===== src/sv/nalt_pkg.sv =====
// Package for the node address learning table.
// Holds table sizing, request/status codes and controller-datapath structs.
// No dependencies.
package nalt_pkg;

  // Table sizing
  localparam int TABLE_ENTRIES = 8;
  localparam int IDX_W = (TABLE_ENTRIES > 1) ? $clog2(TABLE_ENTRIES) : 1;
  localparam logic [IDX_W-1:0] LAST_IDX = IDX_W'(TABLE_ENTRIES - 1);

  // Field widths
  localparam int KEY_W    = 64;
  localparam int ADDR_W   = 32;
  localparam int STATUS_W = 3;

  // Broadcast identifier
  localparam logic [KEY_W-1:0] BCAST_ID = {KEY_W{1'b1}};

  // Request codes
  localparam logic FUNC_LEARN  = 1'b0;
  localparam logic FUNC_LOOKUP = 1'b1;

  // Status codes
  localparam logic [STATUS_W-1:0] ST_OK       = 3'd0;
  localparam logic [STATUS_W-1:0] ST_INSERTED = 3'd1;
  localparam logic [STATUS_W-1:0] ST_BCAST    = 3'd2;
  localparam logic [STATUS_W-1:0] ST_FULL     = 3'd3;
  localparam logic [STATUS_W-1:0] ST_MISS     = 3'd4;

  // Controller to datapath commands
  typedef struct packed {
    logic load;    // capture a new request, restart the scan
    logic scan;    // walk the table one slot per cycle
    logic decide;  // apply the update and register the result
  } dp_cmd_t;

  // Datapath to controller status
  typedef struct packed {
    logic scan_done;  // last slot compared this cycle
    logic out_busy;   // result register occupied and not taken this cycle
  } dp_stat_t;

endpackage


===== src/sv/nalt_ctrl.sv =====
// Controller for the node address learning table.
// Sequences load, table scan and decide steps; depends on nalt_pkg.
module nalt_ctrl import nalt_pkg::*; (
  input  logic     clk,
  input  logic     rst_n,
  input  logic     in_valid,
  output logic     in_ready,
  input  dp_stat_t stat,
  output dp_cmd_t  cmd
);

  localparam logic [1:0] S_IDLE   = 2'd0;
  localparam logic [1:0] S_SCAN   = 2'd1;
  localparam logic [1:0] S_DECIDE = 2'd2;

  logic [1:0] state_r;
  logic [1:0] state_nxt;

  // Next state and commands
  always_comb begin
    state_nxt  = state_r;
    cmd        = '0;
    in_ready   = 1'b0;
    unique case (state_r)
      S_IDLE: begin
        in_ready = 1'b1;
        if (in_valid) begin
          cmd.load  = 1'b1;
          state_nxt = S_SCAN;
        end
      end
      S_SCAN: begin
        cmd.scan = 1'b1;
        if (stat.scan_done) begin
          state_nxt = S_DECIDE;
        end
      end
      S_DECIDE: begin
        // hold until the result register frees up
        if (!stat.out_busy) begin
          cmd.decide = 1'b1;
          state_nxt  = S_IDLE;
        end
      end
      default: begin
        state_nxt = S_IDLE;
      end
    endcase
  end

  // State register
  always_ff @(posedge clk) begin
    if (!rst_n) begin
      state_r <= S_IDLE;
    end else begin
      state_r <= state_nxt;
    end
  end

endmodule


===== src/sv/nalt_dp.sv =====
// Datapath for the node address learning table.
// Holds the key/address memories, valid bits, scan compare and result register;
// depends on nalt_pkg.
module nalt_dp import nalt_pkg::*; (
  input  logic                clk,
  input  logic                rst_n,
  input  dp_cmd_t             cmd,
  output dp_stat_t            stat,
  input  logic                in_func,
  input  logic [KEY_W-1:0]    in_node_id,
  input  logic [ADDR_W-1:0]   in_ip_addr,
  output logic                out_valid,
  input  logic                out_ready,
  output logic [STATUS_W-1:0] out_status,
  output logic                out_hit,
  output logic [ADDR_W-1:0]   out_found_addr
);

  // Table storage
  logic [KEY_W-1:0]         key_mem  [TABLE_ENTRIES];
  logic [ADDR_W-1:0]        addr_mem [TABLE_ENTRIES];
  logic [TABLE_ENTRIES-1:0] valid_r;

  // Captured request
  logic              func_r;
  logic [KEY_W-1:0]  key_r;
  logic [ADDR_W-1:0] addr_r;

  // Scan pipeline
  logic [IDX_W-1:0]  rd_idx_r;
  logic              issued_all_r;
  logic [KEY_W-1:0]  rd_key_r;
  logic [ADDR_W-1:0] rd_addr_r;
  logic [IDX_W-1:0]  cmp_idx_r;
  logic              cmp_vld_r;
  logic              issue;

  // Scan trackers
  logic              match_r;
  logic [IDX_W-1:0]  match_idx_r;
  logic [ADDR_W-1:0] match_addr_r;
  logic              free_r;
  logic [IDX_W-1:0]  free_idx_r;
  logic              hit_now;
  logic              free_now;

  // Result register
  logic                out_valid_r;
  logic [STATUS_W-1:0] status_r;
  logic                hit_r;
  logic [ADDR_W-1:0]   found_r;

  // Decide logic
  logic                wr_addr_en;
  logic                wr_key_en;
  logic [IDX_W-1:0]    wr_idx;
  logic [STATUS_W-1:0] status_nxt;
  logic                hit_nxt;
  logic [ADDR_W-1:0]   found_nxt;

  assign issue    = cmd.scan && !issued_all_r;
  assign hit_now  = cmp_vld_r && valid_r[cmp_idx_r] && (rd_key_r == key_r);
  assign free_now = cmp_vld_r && !valid_r[cmp_idx_r];

  assign stat.scan_done = cmp_vld_r && (cmp_idx_r == LAST_IDX);
  assign stat.out_busy  = out_valid_r && !out_ready;

  // Capture the request
  always_ff @(posedge clk) begin
    if (cmd.load) begin
      func_r <= in_func;
      key_r  <= in_node_id;
      addr_r <= in_ip_addr;
    end
  end

  // Advance the read address and compare stage
  always_ff @(posedge clk) begin
    if (!rst_n) begin
      rd_idx_r     <= '0;
      issued_all_r <= 1'b0;
      cmp_vld_r    <= 1'b0;
    end else if (cmd.load) begin
      rd_idx_r     <= '0;
      issued_all_r <= 1'b0;
      cmp_vld_r    <= 1'b0;
    end else begin
      cmp_vld_r <= issue;
      if (issue) begin
        cmp_idx_r <= rd_idx_r;
        if (rd_idx_r == LAST_IDX) begin
          issued_all_r <= 1'b1;
        end else begin
          rd_idx_r <= rd_idx_r + IDX_W'(1);
        end
      end
    end
  end

  // Registered memory read
  always_ff @(posedge clk) begin
    if (issue) begin
      rd_key_r  <= key_mem[rd_idx_r];
      rd_addr_r <= addr_mem[rd_idx_r];
    end
  end

  // Track the first match and the lowest free slot
  always_ff @(posedge clk) begin
    if (!rst_n) begin
      match_r <= 1'b0;
      free_r  <= 1'b0;
    end else if (cmd.load) begin
      match_r <= 1'b0;
      free_r  <= 1'b0;
    end else begin
      if (hit_now && !match_r) begin
        match_r      <= 1'b1;
        match_idx_r  <= cmp_idx_r;
        match_addr_r <= rd_addr_r;
      end
      if (free_now && !free_r) begin
        free_r     <= 1'b1;
        free_idx_r <= cmp_idx_r;
      end
    end
  end

  // Work out the update and the result
  always_comb begin
    wr_addr_en = 1'b0;
    wr_key_en  = 1'b0;
    wr_idx     = match_idx_r;
    status_nxt = ST_MISS;
    hit_nxt    = 1'b0;
    found_nxt  = '0;
    priority if (key_r == BCAST_ID) begin
      status_nxt = ST_BCAST;
    end else if (func_r == FUNC_LEARN) begin
      priority if (match_r) begin
        wr_addr_en = cmd.decide;
        status_nxt = ST_OK;
      end else if (free_r) begin
        wr_addr_en = cmd.decide;
        wr_key_en  = cmd.decide;
        wr_idx     = free_idx_r;
        status_nxt = ST_INSERTED;
      end else begin
        status_nxt = ST_FULL;
      end
    end else begin
      if (match_r) begin
        status_nxt = ST_OK;
        hit_nxt    = 1'b1;
        found_nxt  = match_addr_r;
      end
    end
  end

  // Memory write
  always_ff @(posedge clk) begin
    if (wr_addr_en) begin
      addr_mem[wr_idx] <= addr_r;
    end
    if (wr_key_en) begin
      key_mem[wr_idx] <= key_r;
    end
  end

  // Valid bits
  always_ff @(posedge clk) begin
    if (!rst_n) begin
      valid_r <= '0;
    end else if (wr_key_en) begin
      valid_r[wr_idx] <= 1'b1;
    end
  end

  // Result register
  always_ff @(posedge clk) begin
    if (!rst_n) begin
      out_valid_r <= 1'b0;
    end else if (cmd.decide) begin
      out_valid_r <= 1'b1;
    end else if (out_ready) begin
      out_valid_r <= 1'b0;
    end
  end

  always_ff @(posedge clk) begin
    if (cmd.decide) begin
      status_r <= status_nxt;
      hit_r    <= hit_nxt;
      found_r  <= found_nxt;
    end
  end

  assign out_valid      = out_valid_r;
  assign out_status     = status_r;
  assign out_hit        = hit_r;
  assign out_found_addr = found_r;

endmodule


===== src/sv/node_address_learning_table.sv =====
// Node address learning table: maps 64-bit node identifiers to IPv4 addresses.
// Input channel in_*: in_func (0 learn, 1 look up), in_node_id, in_ip_addr.
// Result channel out_*: out_status, out_hit, out_found_addr, one per request.
// Learn refreshes a matching entry or fills the lowest free slot; the all-ones
// identifier is ignored. Lookup reports hit and the stored address.
// From request accept to result valid, the scan walks one slot per cycle
// through the single read port of the key/address memory, the read data is
// registered, and a decide step then loads the result register.
// in_ready is high only while the controller is idle, so one request is in
// flight at a time: a new request is not taken until the last one is decided.
// The result register decouples the two sides: a new request is accepted while
// a result still waits. If the receiver stalls, the next request finishes its
// scan and then holds until the result register is taken.
// Reset (synchronous, active low): all valid bits clear, table reads as empty.
// Depends on nalt_pkg, nalt_ctrl and nalt_dp.
module node_address_learning_table import nalt_pkg::*; (
  input  logic                clk,
  input  logic                rst_n,
  input  logic                in_valid,
  output logic                in_ready,
  input  logic                in_func,
  input  logic [KEY_W-1:0]    in_node_id,
  input  logic [ADDR_W-1:0]   in_ip_addr,
  output logic                out_valid,
  input  logic                out_ready,
  output logic [STATUS_W-1:0] out_status,
  output logic                out_hit,
  output logic [ADDR_W-1:0]   out_found_addr
);

  dp_cmd_t  cmd;
  dp_stat_t stat;

  nalt_ctrl u_ctrl (
    .clk      (clk),
    .rst_n    (rst_n),
    .in_valid (in_valid),
    .in_ready (in_ready),
    .stat     (stat),
    .cmd      (cmd)
  );

  nalt_dp u_dp (
    .clk            (clk),
    .rst_n          (rst_n),
    .cmd            (cmd),
    .stat           (stat),
    .in_func        (in_func),
    .in_node_id     (in_node_id),
    .in_ip_addr     (in_ip_addr),
    .out_valid      (out_valid),
    .out_ready      (out_ready),
    .out_status     (out_status),
    .out_hit        (out_hit),
    .out_found_addr (out_found_addr)
  );

endmodule


===== config.mk =====
export PLATFORM = sky130hd
export DESIGN_NAME = node_address_learning_table
export DESIGN_NICKNAME = d
export VERILOG_FILES = /design/src/sv/nalt_pkg.sv /design/src/sv/nalt_ctrl.sv /design/src/sv/nalt_dp.sv /design/src/sv/node_address_learning_table.sv
export SDC_FILE = /design/constraint.sdc
export NUM_CORES = 1
export LEC_CHECK = 0
export ABC_AREA = 1
export BUFFER_PORTS_ARGS = -buffer_cell sky130_fd_sc_hd__clkbuf_2
export CAP_MARGIN = 20
export CORE_ASPECT_RATIO = 0.9
export CORE_MARGIN = 2
export CORE_UTILIZATION = 35
export CTS_BUF_LIST = sky130_fd_sc_hd__clkbuf_2 sky130_fd_sc_hd__clkbuf_4 sky130_fd_sc_hd__clkbuf_8
export DETAILED_ROUTE_END_ITERATION = 12
export PLACE_DENSITY_LB_ADDON = 0.2
export SLEW_MARGIN = 25
export SYNTH_ARGS = -nofsm -noshare
export SYNTH_HDL_FRONTEND = slang
export SYNTH_SLANG_ARGS = --single-unit

===== constraint.sdc =====
create_clock -name clk -period 10.3 [get_ports clk]
set_clock_uncertainty 0.1 [all_clocks]
set_input_delay 1.03 -clock clk [delete_from_list [all_inputs] [get_ports clk]]
set_output_delay 1.03 -clock clk [all_outputs]
set_load 0.02 [all_outputs]

# Word level (Yosys, flattened, before mapping)
# Memories as Yosys holds them, arrays and structs flattened. A register that Yosys moved wholly into a read port is not among the register bits.
# Index checks and enable logic that the tools add are counted.
# totals
ff_bits	192
ramBits	768
output_inout_bits	38
mem_count	2
# op_classes
addsub	1
n_eq_ne	9
magnitude_cmp	3
muxes	36
n_bitwise	6
n_reduce_logical	25
# memory_table
name	depth	word_bits	read_ports	rd_clocked_by_memory_dff	wr	line_no	source
u_dp.key_mem	8	64	1	1	1	nalt_dp.sv:20	logic [KEY_W-1:0] key_mem [TABLE_ENTRIES];
u_dp.addr_mem	8	32	1	1	1	nalt_dp.sv:21	logic [ADDR_W-1:0] addr_mem [TABLE_ENTRIES];
# ops
cell	n
64-bit equality test	1
64-bit equality test, second input constant	1
1-bit two-way mux	22
3-bit two-way mux	7
3-bit AND reduction	4
1-bit logical AND	9
3-bit by 4-bit less-than comparator with 1-bit output, second input constant	2
2-bit two-way mux	4
8-bit bitwise OR	1
3-bit equality test, second input constant	2
2-bit != test, second input constant	3
2-bit case mux with 3 select lines	1
1-bit zero test	5
1-bit NOT	5
2-bit AND reduction	2
2-bit OR reduction	2
3-bit by 1-bit adder with 3-bit output, second input constant	1
1-bit binary-select mux with 3-bit select	1
1-bit demux with 3-bit select	1
3-bit by 1-bit greater-or-equal comparator with 1-bit output, second input constant	1
3-bit OR reduction	1
2-bit by 1-bit equality test with 1-bit output, second input constant	1
2-bit equality test, second input constant	1
2-bit zero test	1
2-bit nonzero test	1

# Logic depth before layout (Yosys ltp)
# depth
word_depth	10
mapped_depth	12

# Hierarchy
# From an unflattened synthesis, not the netlist that was laid out.
# unflattened
cells_unflattened	2930
hier_area_um2	39989.6
# by_module_without_submodules
mod	area_per_inst_um2	cells_per_inst	n_inst
nalt_dp	39882.0	2915	1
nalt_ctrl	107.6	15	1

# Worst setup path before layout
# OpenSTA, ideal clock, no wires.
# synth_timing
path_kind	reg2reg
start	register u_ctrl.state_r[1]
end	register u_dp.cmp_idx_r[0] (enable)
n_path_buf	0
t_required_ns	9.883
arrival_time_ns	5.090
path_stages_with_launch	6
path_slack_ns	4.793
period_less_slack_ns	5.507
setup_ns	0.317
cell_sequence	dfxtp_1 > inv_1 > nand2_1 > nor2_1 > nand2_1 > inv_1
# synth_via
elab_chain_len	4
elab_cells_between_ends	7
# synth_rtl
element	line_no	source
from (decl)	nalt_ctrl.sv:16	logic [1:0] state_r;
from (signal assigned)	nalt_ctrl.sv:56	state_r <= state_nxt;
2-bit by 1-bit equality test with 1-bit output	nalt_ctrl.sv:24	unique case (state_r)
1-bit two-way mux	nalt_ctrl.sv:24	
1-bit logical AND	nalt_dp.sv:61	assign issue = cmd.scan && !issued_all_r;
via u_dp.issue	nalt_dp.sv:36	logic issue;
3-bit AND reduction (no source line)	n/a	
to (signal assigned)	nalt_dp.sv:90	cmp_idx_r <= rd_idx_r;
to (decl)	nalt_dp.sv:34	logic [IDX_W-1:0] cmp_idx_r;
# The timed path passes the listed nets, and every way through them passes these cells.
# A chain may end at the register's enable or synchronous reset.

# Worst setup path after layout
# layout_timing
start	register u_dp.key_r[49]
end	memory u_dp.key_mem[0][20] (enable)
# layout_via
elab_chain_len	4
elab_cells_between_ends	5
# layout_rtl
element	line_no	source
from (decl)	nalt_dp.sv:26	logic [KEY_W-1:0] key_r;
from (signal assigned)	nalt_dp.sv:72	key_r <= in_node_id;
64-bit equality test (*)	nalt_dp.sv:137	priority if (key_r == BCAST_ID) begin
1-bit two-way mux	nalt_dp.sv:137	
1-bit two-way mux	nalt_dp.sv:165	if (wr_key_en) begin
1-bit two-way mux (implied by the code)	nalt_dp.sv:166	key_mem[wr_idx] <= key_r;
to (decl)	nalt_dp.sv:20	
# Every way passes the cells marked *; elsewhere a longest branch is shown, timed or not.

==> impl_metrics.env <==
export IMPL_powerDensity_nw_per_um2=196
export IMPL_cts_hold_buf=0
export IMPL_synthCells=2926
export IMPL_cts_buffers=176
export IMPL_clk_pin_slew_ns=0.06
export IMPL_hold_viol=0
export IMPL_final_cell_area_um2=45600
export IMPL_grt_first_pass_wirelength_mm=149
export IMPL_start_kind="flop"
export IMPL_ys_types=40
export IMPL_period_minus_slack_ns=3.86
export IMPL_worstSetupPathType="reg2reg"
export IMPL_synthTopCellsByArea="edfxtp_1, nor2_1, o21ai_0, o22ai_1, a31oi_1"
export IMPL_p_leak_nw=15.4
export IMPL_drive_gt1_share_pct=14.7
export IMPL_vias=23387
export IMPL_slew_headroom_pct=28.8
export IMPL_numPlacedInstances=4431
export IMPL_via_per_inst=4.93
export IMPL_mostFrequentLayoutCell="edfxtp_1"
export IMPL_portBuffers=138
export IMPL_async_flop_share_pct=0
export IMPL_ioPinCount=139
export IMPL_clkLatencyLatePin_ns=0.85
export IMPL_ys_ff_latch=1056
export IMPL_critPathCaptureType="flop"
export IMPL_die_area_um2=117000
export IMPL_hpwl_mm=52.8
export IMPL_core_um2=113000
export IMPL_postLayoutCoreUtil_pct=40.3
export IMPL_hold_slack_ns=0.264
export IMPL_grt_pass1_vias=22958
export IMPL_arrival_ns=4.21
export IMPL_synth_top_area_share_pct=77.9
export IMPL_yosysWarnings=0
export IMPL_ys_seq_area_share_pct=78.8
export IMPL_cp_max_fo=38
export IMPL_drv_cap=0
export IMPL_postRouteAntennaNets=0
export IMPL_period_share_pct=37.5
export IMPL_synth_top_cell_by_area="edfxtp_1"
export IMPL_cp_required_ns=10.65
export IMPL_syn_area_per_cell_um2=13.7
export IMPL_root_buffer="clkbuf_8"
export IMPL_fin_cells=4743
export IMPL_dr_pass1_iters=5
export IMPL_final_cell_mix="edfxtp_1, nor2_1, o21ai_0"
export IMPL_status="finished, final reports clean"
export IMPL_syn_num_nets=3029
export IMPL_tns_ns=0
export IMPL_slew_viol_final=0
export IMPL_htreeDepth=4
export IMPL_cts_repair_resized=0
export IMPL_grt_overflow_total=0
export IMPL_rows=117
export IMPL_initial_core_util_pct=35.3
export IMPL_drt_total_wl_mm=101
export IMPL_synth_area_um2=40000
export IMPL_synth_flop_cell="edfxtp_1"
export IMPL_grt_max_degree=193
export IMPL_ir_worst_vdd_mv=0.105
export IMPL_drt_wirelength_per_cell_um=21.3
export IMPL_tightest_slew_ns=1.07
export IMPL_drt_iter0_markers=2117
export IMPL_rsz0062_at_grt="false"
export IMPL_fp_dieH_um=325
export IMPL_track_usage_pct=17.0
export IMPL_fillers=10719
export IMPL_cts_setup_buffers=0
export IMPL_min_path_type="in2reg"
export IMPL_antenna_found_initial=7
export IMPL_setup_viol_count_final=0
export IMPL_post_dp_cell_area_um2=42300
export IMPL_drc_errors=0
export IMPL_synth_edff_count=1038
export IMPL_finalNetCount=3225
export IMPL_gp_congestion=0.771
export IMPL_syn_to_final_growth_pct=13.9
export IMPL_cts_tree="done"
export IMPL_fmaxAchievable_mhz=259
export IMPL_die_w_um=360
export IMPL_cts_sinks=1056
export IMPL_cts_max_path_buffers=3
sequential cells by signal, summed over array words and instances, names as in the netlist, 2 cells and up:
signal / flops
u_ctrl.state_r: 2
u_dp.addr_mem: 256
u_dp.addr_r: 32
u_dp.cmp_idx_r: 3
u_dp.free_idx_r: 3
u_dp.key_mem: 512
u_dp.key_r: 64
u_dp.match_addr_r: 32
u_dp.match_idx_r: 3
u_dp.out_found_addr: 32
u_dp.out_status: 3
u_dp.rd_addr_r: 32
u_dp.rd_idx_r: 3
u_dp.rd_key_r: 64
u_dp.valid_r: 8
critical path, stage by stage, from the launching register on:
cell and delay (ns):
edfxtp_1 0.66, nand2_1 0.10, nor2_1 0.12, nand2_1 0.06, nor2_1 0.24, nand2_2 0.27, nor2_8 0.26, nand2_4 0.07
nand2_4 0.13, nand4_1 0.18, clkinv_2 0.52, buf_4 0.70
worst paths after layout:
| check | start | slack (ns) | cells past startpoint | end |
|---|---|---|---|---|
| max reg2reg | u_dp.key_r[49]$_DFFE_PP_ | 6.44 | 11 | u_dp.key_mem[0][20]$_DFFE_PP_ |
| max | u_dp.key_r[49]$_DFFE_PP_ | 6.44 | 11 | u_dp.key_mem[0][20]$_DFFE_PP_ |
| min reg2reg | u_dp.rd_addr_r[7]$_DFFE_PP_ | 0.30 | 0 | u_dp.match_addr_r[7]$_DFFE_PP_ |
| min | in_ip_addr[2] | 0.26 | 1 | u_dp.addr_r[2]$_DFFE_PP_ |
cells by family (layout without fill, tap and decap cells):
| kind of cell | Yosys count | in the layout | share of synthesized area (%) |
|---|---|---|---|
| adder cells (fa/ha/maj) | 2 | 2 | 0.0625 |
| AND/OR/NAND/NOR | 920 | 920 | 9.00 |
| XOR/XNOR | 16 | 16 | 0.350 |
| buffers and inverters | 282 | 610 | 2.87 |
| flip-flops | 1056 | 1056 | 78.8 |
| AO/OA/AOI/OAI | 650 | 650 | 8.95 |
| other | 0 | 2 | 0 |
power by group:
part | total, W | leakage [nW] | switching [W] | internal, W
Sequential | 0.00496 | 9.55 | 0.000111 | 0.00485
Clock | 0.00353 | 1.75 | 0.00167 | 0.00186
Combinational | 0.000474 | 4.13 | 0.000339 | 0.000135
layer usage:
| layer | global-route usage [%] | vias up | share of wire [%] |
|---|---|---|---|
| met1 | 24.6 | 11612 | 47 |
| met2 | 25.9 | 595 | 45 |
| met4 | 5.21 | 4 | 1.9 |
| li1 | - | 11038 | - |
| met3 | 3.25 | 138 | 5.4 |
| met5 | 0 | - | 0.025 |
per-stage QoR:
| stage | worst slack, ns | total power [W] |
|---|---|---|
| CTS | 6.41 | 0.00907 |
| global route | 6.16 | 0.00931 |
| floorplan | 4.79 | 0.00530 |
| global placement | 6.41 | 0.00553 |
| detailed placement | 6.39 | 0.00553 |
| finish | 6.44 | 0.00896 |
cells in the mapped netlist (2+ instances only):
| cell | n |
|---|---|
| edfxtp_1 | 1038 |
| clkbuf_1 | 87 |
| xor2_1 | 14 |
| xnor2_1 | 2 |
| nand2_4 | 5 |
| dfxtp_1 | 18 |
| buf_4 | 4 |
| nor4_1 | 3 |
| nor3_1 | 8 |
| a22o_1 | 6 |
| o22ai_1 | 114 |
| nand3_1 | 8 |
| ha_1 | 2 |
| a221oi_1 | 2 |
| nand2_2 | 5 |
| nor2_1 | 763 |
| o2111ai_1 | 3 |
| a21oi_1 | 17 |
| nand2_1 | 107 |
| o21ai_0 | 401 |
| buf_1 | 9 |
| a211oi_1 | 4 |
| inv_1 | 127 |
| nor2_2 | 5 |
| a31oi_1 | 97 |
| nand4_1 | 13 |
| buf_2 | 51 |
layout make-up:
class	count	area, um^2	area share (%)
clock buffer	234	2860	6.28
tap	1487	1860	4.08
multi-input combinational	1588	7430	16.3
sequential	1056	31500	69.1
antenna	2	5.00	0.0110
clock inverter	76	443	0.971
timing repair buffer	171	951	2.08
inverter	129	522	1.14
Power figures use the tool's default switching activity.
